<file path="src/rtl/ubx_frame_deframer_defines.svh">
// ----------------------------------------------------------------------------
// UBX deframer assertion macros
// Concurrent assertion wrappers; define ASSERT_OFF to compile them out.
// ----------------------------------------------------------------------------
`ifndef UBX_FRAME_DEFRAMER_DEFINES_SVH
`define UBX_FRAME_DEFRAMER_DEFINES_SVH

`ifndef ASSERT_OFF

// Check prop on every clock edge outside reset.
`define UFD_ASSERT(label, clk, rst, prop) \
  label: assert property (@(posedge clk) disable iff (rst) (prop)) \
    else $error("ubx_frame_deframer assertion failed");

// Check that cons holds in the cycle after ante.
`define UFD_ASSERT_NEXT(label, clk, rst, ante, cons) \
  label: assert property (@(posedge clk) disable iff (rst) (ante) |=> (cons)) \
    else $error("ubx_frame_deframer assertion failed");

`else

`define UFD_ASSERT(label, clk, rst, prop)
`define UFD_ASSERT_NEXT(label, clk, rst, ante, cons)

`endif

`endif

</file>
<file path="src/rtl/ufd_pkg.sv">
// ----------------------------------------------------------------------------
// ufd_pkg
// Shared constants and types of the UBX frame deframer.
// ----------------------------------------------------------------------------
`default_nettype none

package ufd_pkg;

  localparam int CFG_IDX_W  = 8;
  localparam int CFG_DATA_W = 16;

  // Configuration register indexes
  localparam logic [CFG_IDX_W-1:0] REG_MAX_PAYLOAD  = 8'd0;
  localparam logic [CFG_IDX_W-1:0] REG_MATCH_CLASS  = 8'd1;
  localparam logic [CFG_IDX_W-1:0] REG_MATCH_ID     = 8'd2;
  localparam logic [CFG_IDX_W-1:0] REG_MATCH_LENGTH = 8'd3;

  // Event codes
  localparam logic [1:0] EV_DATA  = 2'd0;
  localparam logic [1:0] EV_GOOD  = 2'd1;
  localparam logic [1:0] EV_CKERR = 2'd2;
  localparam logic [1:0] EV_OVER  = 2'd3;

  localparam logic [7:0] SYNC_FIRST  = 8'hB5;
  localparam logic [7:0] SYNC_SECOND = 8'h62;

  typedef struct packed {
    logic [1:0]  event_res;
    logic [7:0]  data_byte;
    logic [15:0] byte_index;
    logic [7:0]  frame_class;
    logic [7:0]  frame_id;
    logic [15:0] frame_length;
    logic        is_match;
    logic [31:0] good_count;
    logic [31:0] error_count;
    logic [31:0] oversize_count;
  } res_t;

endpackage

`default_nettype wire

</file>
<file path="src/rtl/ufd_channels.sv">
// ----------------------------------------------------------------------------
// ufd channel interfaces
// Valid/ready channels for received bytes, result items and register writes.
// ----------------------------------------------------------------------------
`default_nettype none

interface ufd_byte_if;
  logic       valid;
  logic       ready;
  logic [7:0] rx_byte;

  modport source (output valid, output rx_byte, input ready);
  modport sink   (input valid, input rx_byte, output ready);
endinterface

interface ufd_res_if;
  logic        valid;
  logic        ready;
  logic [1:0]  event_res;
  logic [7:0]  data_byte;
  logic [15:0] byte_index;
  logic [7:0]  frame_class;
  logic [7:0]  frame_id;
  logic [15:0] frame_length;
  logic        is_match;
  logic [31:0] good_count;
  logic [31:0] error_count;
  logic [31:0] oversize_count;

  modport source (output valid, output event_res, output data_byte, output byte_index,
                  output frame_class, output frame_id, output frame_length,
                  output is_match, output good_count, output error_count,
                  output oversize_count, input ready);
  modport sink   (input valid, input event_res, input data_byte, input byte_index,
                  input frame_class, input frame_id, input frame_length,
                  input is_match, input good_count, input error_count,
                  input oversize_count, output ready);
endinterface

interface ufd_cfg_if;
  logic                            valid;
  logic                            ready;
  logic [ufd_pkg::CFG_IDX_W-1:0]   index;
  logic [ufd_pkg::CFG_DATA_W-1:0]  data;

  modport source (output valid, output index, output data, input ready);
  modport sink   (input valid, input index, input data, output ready);
endinterface

`default_nettype wire

</file>
<file path="src/rtl/ubx_frame_deframer.sv">
// ----------------------------------------------------------------------------
// ubx_frame_deframer
// UBX frame parser with Fletcher-8 check, cut-through payload and counters.
// ----------------------------------------------------------------------------
//
//  channel  dir  payload                                      transaction
//  -------  ---  -------------------------------------------  -------------------
//  rx       in   rx_byte                                      one stream byte
//  res      out  event_res, data_byte, byte_index, class, id, zero or one per byte
//                length, is_match, three frame counters
//  cfg      in   index, data                                  one register write
//
//  Each byte is parsed in the cycle it is accepted: one compare and two 8-bit
//  adds set the parser state, and its result is registered in the output
//  register, or in the skid register if the output stalls. One byte per cycle is
//  sustained; rx stalls only while output and skid registers hold unread results.
//  rst is synchronous and restores registers and parser to the hunt for sync.
//  cfg is always ready and takes effect at the next byte.
//
`default_nettype none

`include "ubx_frame_deframer_defines.svh"

module ubx_frame_deframer (
  input  wire logic  clk,
  input  wire logic  rst,
  ufd_byte_if.sink   rx,
  ufd_res_if.source  res,
  ufd_cfg_if.sink    cfg
);

  // Parser phases
  localparam logic [3:0] PH_SYNC1 = 4'd0;
  localparam logic [3:0] PH_SYNC2 = 4'd1;
  localparam logic [3:0] PH_CLASS = 4'd2;
  localparam logic [3:0] PH_ID    = 4'd3;
  localparam logic [3:0] PH_LEN1  = 4'd4;
  localparam logic [3:0] PH_LEN2  = 4'd5;
  localparam logic [3:0] PH_PAY   = 4'd6;
  localparam logic [3:0] PH_CKA   = 4'd7;
  localparam logic [3:0] PH_CKB   = 4'd8;

  // Configuration registers
  logic [15:0] max_payload;
  logic [7:0]  match_class;
  logic [7:0]  match_id;
  logic [15:0] match_length;

  // Parser state
  logic [3:0]  parse_phase, parse_phase_next;
  logic [7:0]  sum_a, sum_a_next;
  logic [7:0]  sum_b, sum_b_next;
  logic [7:0]  cur_class, cur_class_next;
  logic [7:0]  cur_id, cur_id_next;
  logic [15:0] cur_length, cur_length_next;
  logic [15:0] bytes_seen, bytes_seen_next;
  logic        too_long, too_long_next;
  logic [31:0] ok_frames, ok_frames_next;
  logic [31:0] bad_frames, bad_frames_next;
  logic [31:0] long_frames, long_frames_next;

  // Output register and skid register
  logic              out_valid, out_valid_next;
  logic              skid_valid, skid_valid_next;
  ufd_pkg::res_t     out_data;
  ufd_pkg::res_t     skid_data;

  logic              in_acc;
  logic              pop;
  logic              res_valid;
  logic [1:0]        res_event;
  logic [7:0]        res_byte;
  logic [15:0]       res_index;
  logic              res_match;
  ufd_pkg::res_t     res_item;
  logic [7:0]        b;
  logic [7:0]        acc_a;
  logic [7:0]        acc_b;
  logic [15:0]       len_full;
  logic [15:0]       seen_inc;

  assign rx.ready  = !skid_valid;
  assign cfg.ready = 1'b1;
  assign in_acc    = rx.valid && rx.ready;
  assign pop       = out_valid && res.ready;

  assign b        = rx.rx_byte;
  assign acc_a    = sum_a + b;
  assign acc_b    = sum_b + acc_a;
  assign len_full = {b, cur_length[7:0]};
  assign seen_inc = bytes_seen + 16'd1;

  // Parse one byte: next state and the result it causes
  always_comb begin
    parse_phase_next = parse_phase;
    sum_a_next       = sum_a;
    sum_b_next       = sum_b;
    cur_class_next   = cur_class;
    cur_id_next      = cur_id;
    cur_length_next  = cur_length;
    bytes_seen_next  = bytes_seen;
    too_long_next    = too_long;
    ok_frames_next   = ok_frames;
    bad_frames_next  = bad_frames;
    long_frames_next = long_frames;
    res_valid        = 1'b0;
    res_event        = ufd_pkg::EV_DATA;
    res_byte         = 8'd0;
    res_index        = 16'd0;
    res_match        = 1'b0;
    case (parse_phase)
      PH_SYNC2: begin
        if (b == ufd_pkg::SYNC_SECOND) begin
          sum_a_next       = 8'd0;
          sum_b_next       = 8'd0;
          parse_phase_next = PH_CLASS;
        end else if (b != ufd_pkg::SYNC_FIRST) begin
          parse_phase_next = PH_SYNC1;
        end
      end
      PH_CLASS: begin
        cur_class_next   = b;
        sum_a_next       = acc_a;
        sum_b_next       = acc_b;
        parse_phase_next = PH_ID;
      end
      PH_ID: begin
        cur_id_next      = b;
        sum_a_next       = acc_a;
        sum_b_next       = acc_b;
        parse_phase_next = PH_LEN1;
      end
      PH_LEN1: begin
        cur_length_next  = {8'd0, b};
        sum_a_next       = acc_a;
        sum_b_next       = acc_b;
        parse_phase_next = PH_LEN2;
      end
      PH_LEN2: begin
        cur_length_next  = len_full;
        sum_a_next       = acc_a;
        sum_b_next       = acc_b;
        bytes_seen_next  = 16'd0;
        too_long_next    = len_full > max_payload;
        // Zero length skips straight to the checksum
        parse_phase_next = (len_full == 16'd0) ? PH_CKA : PH_PAY;
        if (len_full > max_payload) begin
          long_frames_next = long_frames + 32'd1;
          res_valid        = 1'b1;
          res_event        = ufd_pkg::EV_OVER;
        end
      end
      PH_PAY: begin
        sum_a_next      = acc_a;
        sum_b_next      = acc_b;
        bytes_seen_next = seen_inc;
        if (seen_inc >= cur_length) begin
          parse_phase_next = PH_CKA;
        end
        // Stream the byte unless the frame is being dropped
        if (!too_long) begin
          res_valid = 1'b1;
          res_event = ufd_pkg::EV_DATA;
          res_byte  = b;
          res_index = bytes_seen;
        end
      end
      PH_CKA: begin
        if (b == sum_a) begin
          parse_phase_next = PH_CKB;
        end else begin
          // First checksum byte wrong: report and restart the hunt
          bad_frames_next  = bad_frames + 32'd1;
          parse_phase_next = PH_SYNC1;
          res_valid        = 1'b1;
          res_event        = ufd_pkg::EV_CKERR;
        end
      end
      PH_CKB: begin
        parse_phase_next = PH_SYNC1;
        if (b == sum_b) begin
          if (!too_long) begin
            ok_frames_next = ok_frames + 32'd1;
            res_valid      = 1'b1;
            res_event      = ufd_pkg::EV_GOOD;
            res_match      = (cur_class == match_class) && (cur_id == match_id) &&
                             (cur_length == match_length);
          end
        end else begin
          bad_frames_next = bad_frames + 32'd1;
          res_valid       = 1'b1;
          res_event       = ufd_pkg::EV_CKERR;
        end
      end
      default: begin
        // Hunt for the first sync byte; unused codes land here too
        parse_phase_next = (b == ufd_pkg::SYNC_FIRST) ? PH_SYNC2 : PH_SYNC1;
      end
    endcase
  end

  always_comb begin
    res_item.event_res      = res_event;
    res_item.data_byte      = res_byte;
    res_item.byte_index     = res_index;
    res_item.frame_class    = cur_class_next;
    res_item.frame_id       = cur_id_next;
    res_item.frame_length   = cur_length_next;
    res_item.is_match       = res_match;
    res_item.good_count     = ok_frames_next;
    res_item.error_count    = bad_frames_next;
    res_item.oversize_count = long_frames_next;
  end

  // Configuration writes; unknown indexes are dropped
  always_ff @(posedge clk) begin
    if (rst) begin
      max_payload  <= 16'd256;
      match_class  <= 8'd1;
      match_id     <= 8'd7;
      match_length <= 16'd92;
    end else if (cfg.valid && cfg.ready) begin
      case (cfg.index)
        ufd_pkg::REG_MAX_PAYLOAD:  max_payload  <= cfg.data;
        ufd_pkg::REG_MATCH_CLASS:  match_class  <= cfg.data[7:0];
        ufd_pkg::REG_MATCH_ID:     match_id     <= cfg.data[7:0];
        ufd_pkg::REG_MATCH_LENGTH: match_length <= cfg.data;
        default: begin
        end
      endcase
    end
  end

  // Advance the parser on every accepted byte
  always_ff @(posedge clk) begin
    if (rst) begin
      parse_phase <= PH_SYNC1;
      sum_a       <= 8'd0;
      sum_b       <= 8'd0;
      cur_class   <= 8'd0;
      cur_id      <= 8'd0;
      cur_length  <= 16'd0;
      bytes_seen  <= 16'd0;
      too_long    <= 1'b0;
      ok_frames   <= 32'd0;
      bad_frames  <= 32'd0;
      long_frames <= 32'd0;
    end else if (in_acc) begin
      parse_phase <= parse_phase_next;
      sum_a       <= sum_a_next;
      sum_b       <= sum_b_next;
      cur_class   <= cur_class_next;
      cur_id      <= cur_id_next;
      cur_length  <= cur_length_next;
      bytes_seen  <= bytes_seen_next;
      too_long    <= too_long_next;
      ok_frames   <= ok_frames_next;
      bad_frames  <= bad_frames_next;
      long_frames <= long_frames_next;
    end
  end

  // Output register with skid: the skid catches a result while the output stalls
  always_comb begin
    out_valid_next  = out_valid;
    skid_valid_next = skid_valid;
    if (pop) begin
      out_valid_next  = skid_valid;
      skid_valid_next = 1'b0;
    end
    if (in_acc && res_valid) begin
      if (!out_valid || pop) begin
        out_valid_next = 1'b1;
      end else begin
        skid_valid_next = 1'b1;
      end
    end
  end

  always_ff @(posedge clk) begin
    if (rst) begin
      out_valid  <= 1'b0;
      skid_valid <= 1'b0;
    end else begin
      out_valid  <= out_valid_next;
      skid_valid <= skid_valid_next;
    end
  end

  always_ff @(posedge clk) begin
    if (pop && skid_valid) begin
      out_data <= skid_data;
    end else if (in_acc && res_valid && (!out_valid || pop)) begin
      out_data <= res_item;
    end
    if (in_acc && res_valid && out_valid && !pop) begin
      skid_data <= res_item;
    end
  end

  assign res.valid          = out_valid;
  assign res.event_res      = out_data.event_res;
  assign res.data_byte      = out_data.data_byte;
  assign res.byte_index     = out_data.byte_index;
  assign res.frame_class    = out_data.frame_class;
  assign res.frame_id       = out_data.frame_id;
  assign res.frame_length   = out_data.frame_length;
  assign res.is_match       = out_data.is_match;
  assign res.good_count     = out_data.good_count;
  assign res.error_count    = out_data.error_count;
  assign res.oversize_count = out_data.oversize_count;

  // Assertions
  `UFD_ASSERT(a_skid_needs_out, clk, rst, !skid_valid || out_valid)
  `UFD_ASSERT_NEXT(a_stall_holds, clk, rst, out_valid && !res.ready && skid_valid,
                   out_valid && skid_valid)
  `UFD_ASSERT(a_index_in_frame, clk, rst,
              !(out_valid && out_data.event_res == ufd_pkg::EV_DATA) ||
              (out_data.byte_index < out_data.frame_length))
  `UFD_ASSERT_NEXT(a_good_only_on_event, clk, rst,
                   !(in_acc && res_valid && res_event == ufd_pkg::EV_GOOD),
                   ok_frames == $past(ok_frames))
  `UFD_ASSERT(a_match_only_good, clk, rst,
              !(out_valid && out_data.is_match) ||
              (out_data.event_res == ufd_pkg::EV_GOOD))

endmodule

`default_nettype wire
</file>
<file path="src/flat_wrapper.sv">
// flat-port wrapper written by rule: the top's interface ports become plain ports
module ubx_frame_deframer_flat 
  (clk, rst, rx_valid, rx_rx_byte, rx_ready, res_valid, res_event_res, res_data_byte, res_byte_index, res_frame_class, res_frame_id, res_frame_length, res_is_match, res_good_count, res_error_count, res_oversize_count, res_ready, cfg_valid, cfg_index, cfg_data, cfg_ready);
  ufd_byte_if rx_i ();
  ufd_res_if res_i ();
  ufd_cfg_if cfg_i ();
  input  wire logic clk;
  input  wire logic rst;
  input wire logic [$bits(rx_i.valid)-1:0] rx_valid;
  input wire logic [$bits(rx_i.rx_byte)-1:0] rx_rx_byte;
  output wire logic [$bits(rx_i.ready)-1:0] rx_ready;
  output wire logic [$bits(res_i.valid)-1:0] res_valid;
  output wire logic [$bits(res_i.event_res)-1:0] res_event_res;
  output wire logic [$bits(res_i.data_byte)-1:0] res_data_byte;
  output wire logic [$bits(res_i.byte_index)-1:0] res_byte_index;
  output wire logic [$bits(res_i.frame_class)-1:0] res_frame_class;
  output wire logic [$bits(res_i.frame_id)-1:0] res_frame_id;
  output wire logic [$bits(res_i.frame_length)-1:0] res_frame_length;
  output wire logic [$bits(res_i.is_match)-1:0] res_is_match;
  output wire logic [$bits(res_i.good_count)-1:0] res_good_count;
  output wire logic [$bits(res_i.error_count)-1:0] res_error_count;
  output wire logic [$bits(res_i.oversize_count)-1:0] res_oversize_count;
  input wire logic [$bits(res_i.ready)-1:0] res_ready;
  input wire logic [$bits(cfg_i.valid)-1:0] cfg_valid;
  input wire logic [$bits(cfg_i.index)-1:0] cfg_index;
  input wire logic [$bits(cfg_i.data)-1:0] cfg_data;
  output wire logic [$bits(cfg_i.ready)-1:0] cfg_ready;
  assign rx_i.valid = rx_valid;
  assign rx_i.rx_byte = rx_rx_byte;
  assign rx_ready = rx_i.ready;
  assign res_valid = res_i.valid;
  assign res_event_res = res_i.event_res;
  assign res_data_byte = res_i.data_byte;
  assign res_byte_index = res_i.byte_index;
  assign res_frame_class = res_i.frame_class;
  assign res_frame_id = res_i.frame_id;
  assign res_frame_length = res_i.frame_length;
  assign res_is_match = res_i.is_match;
  assign res_good_count = res_i.good_count;
  assign res_error_count = res_i.error_count;
  assign res_oversize_count = res_i.oversize_count;
  assign res_i.ready = res_ready;
  assign cfg_i.valid = cfg_valid;
  assign cfg_i.index = cfg_index;
  assign cfg_i.data = cfg_data;
  assign cfg_ready = cfg_i.ready;
  ubx_frame_deframer u_core (.clk(clk), .rst(rst), .rx(rx_i), .res(res_i), .cfg(cfg_i));
endmodule
</file>
<file path="config.mk">
export PLATFORM = sky130hd
export DESIGN_NAME = ubx_frame_deframer_flat
export DESIGN_NICKNAME = d
export VERILOG_FILES = /design/src/rtl/ufd_pkg.sv /design/src/rtl/ufd_channels.sv /design/src/rtl/ubx_frame_deframer.sv /design/src/flat_wrapper.sv
export VERILOG_INCLUDE_DIRS = /design/src /design/src/rtl
export SDC_FILE = /design/constraint.sdc
export NUM_CORES = 1
export LEC_CHECK = 0
export BUFFER_PORTS_ARGS = -buffer_cell sky130_fd_sc_hd__buf_2
export CAP_MARGIN = 10
export CORE_AREA = 4 4 242 303
export DETAILED_ROUTE_END_ITERATION = 6
export DIE_AREA = 0 0 246 307
export GPL_TIMING_DRIVEN = 0
export PLACE_DENSITY = 0.58
export SYNTH_ARGS = -nofsm -noshare
export SYNTH_HDL_FRONTEND = slang
export SYNTH_SLANG_ARGS = --single-unit
</file>
<file path="constraint.sdc">
create_clock -name clk -period 20.6 [get_ports clk]
set_clock_uncertainty 0.2 [all_clocks]
set_input_delay 3.09 -clock clk [delete_from_list [all_inputs] [get_ports clk]]
set_output_delay 3.09 -clock clk [all_outputs]
set_load 0.01 [all_outputs]
</file>
==> run_results.csv <==
group,metric,value,unit
outcome,status,"finished, final reports clean",
clock_tree,root_buffer,"clkbuf_16",
final_layout,fin_nets,2591,
global_routing,grt_pass1_wl,108,mm
floorplan,coreArea,70500,µm²
floorplan,ioPinCount,195,
clock_tree,cts_tree,"yes",
worst_setup_path,crit_required,20.74,ns
pwr,p_sw,0.465,mW
global_routing,overflow,0,
place,portBuffers,193,
logic_synthesis,synth_nets,2330,
pwr,swShare,21.6,%
logic_synthesis,synth_top_family_by_area,"simple AND/OR/NAND/NOR gates",
logic_synthesis,synth_xor_area_share,6.91,%
pwr,power_density,75.2,nW/µm²
floorplan,rows,109,
pwr,p_clk_share,46.4,%
global_routing,grt_max_degree,36,
worst_setup_path,rrSetupSlack,15.75,ns
clock_tree,clockBufferDepth,3,
logic_synthesis,synth_adder_area_share,2.72,%
routing,drtIter0Drc,1336,
sta,maxClockFrequency,143,MHz
floorplan,initial_core_util,34.7,%
place,gp_congestion,0.893,
logic_synthesis,synth_ff_type,"edfxtp_1",
sta,setup_viol,0,
sta,slew-limit-headroom,17.1,%
logic_synthesis,netlist_instances,2241,
global_routing,antenna_found_initial,7,
logic_synthesis,yosysUniqueCellTypes,75,
clock_tree,cts.sinks,525,
logic_synthesis,synth-simple-area-share,16.0,%
worst_setup_path,r2r-start,"u_core.cur_length[7]",
logic_synthesis,synthArstFlopShare,0,%
clock_tree,cts-buffers-inserted,54,
clock_tree,htree_levels,2,
logic_synthesis,synth_compound_area_share,8.04,%
pwr,power_frac_seq,51.2,%
sta,rsz0062_at_grt,"no",
sta,whs,0.290,ns
sta,min_period,6.99,ns
worst_hold_path,hold_path.class,"reg -> reg",
worst_setup_path,cp-end-kind,"register",
clock_tree,clk_latency,0.60,ns
worst_setup_path,cp-start-kind,"input pin",
final_layout,syn_to_final_growth,17.2,%
routing,dr_total_vias,18200,
worst_hold_path,worstHoldStart,"u_core.max_payload[7]",
clock_tree,clkTransAtPathRegs,0.06,ns
clock_tree,post_cts_buffers,0,
pwr,p_leak,10.9,nW
sta,tightest_slew,1.24,ns
routing,wl_per_cell,20.5,µm
logic_synthesis,synth_area,24500,µm²
logic_synthesis,avgSynthCellArea,10.9,µm²
routing,wirelength,71.6,mm
final_layout,drive_gt1_share,18.3,%
place,dpl.hpwl,52.5,mm
sta,finalCritPeriodShare,34.0,%
sta,hold_viol_final,0,
pwr,p_int,1.69,mW
routing,drtPass1Iterations,5,
routing,drc,0,
global_routing,grt_usage,18.4,%
pwr,ir_worst_vdd,0.0514,mV
sta,slew_violations,0,
routing,ant_nets,0,
clock_tree,cts_hold_buffers,0,
global_routing,grt_pass1_vias,18200,
routing,drt-vias-per-instance,5.21,
worst_setup_path,cp.arrival,7.14,ns
floorplan,die_w,246,µm
logic_synthesis,yosysSeqAreaShare,55.6,%
floorplan,die_h,307,µm
logic_synthesis,synth_mux_area_share,7.71,%
pwr,finalPower,2.15,mW
logic_synthesis,yosysWarnings,0,
worst_setup_path,crit_fanout,32,
clock_tree,cts-resized-gates,0,
worst_setup_path,crit_type,"in -> reg",
logic_synthesis,synth_seq_cells,525,
job,cap_violations,0,
logic_synthesis,synth_edf_count,310,
worst_setup_path,cp-startpoint,"rx_rx_byte[2]",
floorplan,die-area,75500,µm²
pwr,combPwrFrac,2.4,%
==> flip-flops by register name, indices dropped and copies added (netlist names), 16 cells and up <==
| register | count |
|---|---|
| u_core.cur_length | 16 |
| u_core.max_payload | 16 |
| u_core.bad_frames | 32 |
| u_core.res.frame_length | 16 |
| u_core.res.error_count | 32 |
| u_core.bytes_seen | 16 |
| u_core.res.oversize_count | 32 |
| u_core.res.byte_index | 16 |
| u_core.res.good_count | 32 |
| u_core.ok_frames | 32 |
| u_core.long_frames | 32 |
| u_core.match_length | 16 |
| u_core.skid_data | 155 |
==> critical path, cell delays in order <==
cell and delay, ns:
buf_2 0.14, ha_1 0.37, nor4_1 0.33, nand3_1 0.27
a21oi_1 0.55, nor2_1 0.35, o311ai_1 1.03, o21ai_4 0.34
buf_16 0.27, buf_16 0.17, buf_12 0.18
==> stage by stage <==
stage               util (%)  instances  TNS, ns  instance area [µm²]  setup WS, ns
finish                  40.6       3494        0                28700         13.61
global route            40.6       3490        0                28700         13.45
CTS                     40.6       3489        0                28600         13.27
detailed placement      38.1       3388        0                26900         12.63
global placement        37.7       3377  -456.44                26600         -2.97
floorplan                  -       2241        0                24500          4.16
==> cells by family after synthesis <==
kind of cell / Yosys count
xor gates and xnor gates: 192
DFF: 525
muxes: 173
adders and majority gates: 52
buffers and inverters: 185
and+or+nand+nor: 801
other: 1
AOI/OAI and AO/OA: 312
==> cells in the final DEF, fill, tap and decap left out, types with 6 or more instances in the layout <==
master,instances
bufinv_16,6
nor2b_1,7
dfxtp_1,215
clkinv_2,9
nand3_1,89
o31ai_1,8
xor2_1,72
a211oi_1,26
nor2_1,300
nand3b_1,7
buf_12,9
a21bo_2,8
nor3_1,39
clkbuf_16,55
nand2b_1,8
or2_2,10
nor4_1,15
a21oi_1,107
a21o_1,15
buf_1,6
mux2_2,123
buf_2,206
xnor2_1,119
o21ai_0,68
nand4_1,56
mux2i_1,49
clkinv_1,9
nand2_1,140
clkbuf_1,112
edfxtp_1,310
inv_1,62
a31oi_1,18
ha_1,50
and3_1,41
a22oi_1,26
or4_1,8
or3_1,50
==> path summary, 6_finish.rpt <==
check / depth (start not counted) / endpoint
max: 11 / u_core.res.error_count[14]
min: 2 / u_core.max_payload[7]
max reg2reg: 10 / u_core.res.error_count[14]
min reg2reg: 2 / u_core.max_payload[7]
==> power by group through the flow <==
stage	logic [mW]	clock network [mW]	registers (mW)
after floorplan	0.0263	0	1.12
after global placement	0.0501	0	1.13
after detailed placement	0.0512	0	1.13
after global routing	0.0552	1.06	1.10
final	0.0518	0.999	1.10
after CTS	0.0514	1.02	1.10
==> metal layers <==
metal	share of wire [%]	vias to the layer above	GRT usage [%]
li1	-	8595	-
met1	42	8935	23.3
met2	49	544	32.0
met3	5.6	130	3.04
met4	3.3	4	6.20
met5	0.031	-	0
==> final cells by class <==
| type | instances | area (µm²) |
|---|---|---|
| fill | 6817 | 41800 |
| buffer | 123 | 497 |
| inverter | 62 | 233 |
| tap | 943 | 1180 |
| multi-input combinational | 1531 | 10100 |
| antenna | 4 | 10.0 |
| sequential | 525 | 13600 |
| clock inverter | 32 | 323 |
| clock buffer | 69 | 1460 |
| timing repair buffer | 205 | 1210 |
==> synth_stat cells, types with 10 or more instances <==
cell type  number  area, µm²
nand4_1        56        350
a21oi_1       107        536
a21o_1         15        113
and3_1         41        257
xor2_1         72        631
edfxtp_1      310       9310
dfxtp_1       215       4300
clkbuf_1      101        379
o21ai_0        69        345
ha_1           50        626
a211oi_1       26        195
or3_1          50        313
nor2_1        301       1130
a31oi_1        18        113
inv_1          62        233
nor3_1         39        195
a22oi_1        26        195
nand2_1       140        526
nor4_1         15       93.8
mux2_2        123       1390
mux2i_1        49        490
or2_2          10       62.6
buf_2          13       65.1
nand3_1        89        445
xnor2_1       119       1040
Power figures use the tool's default switching activity.
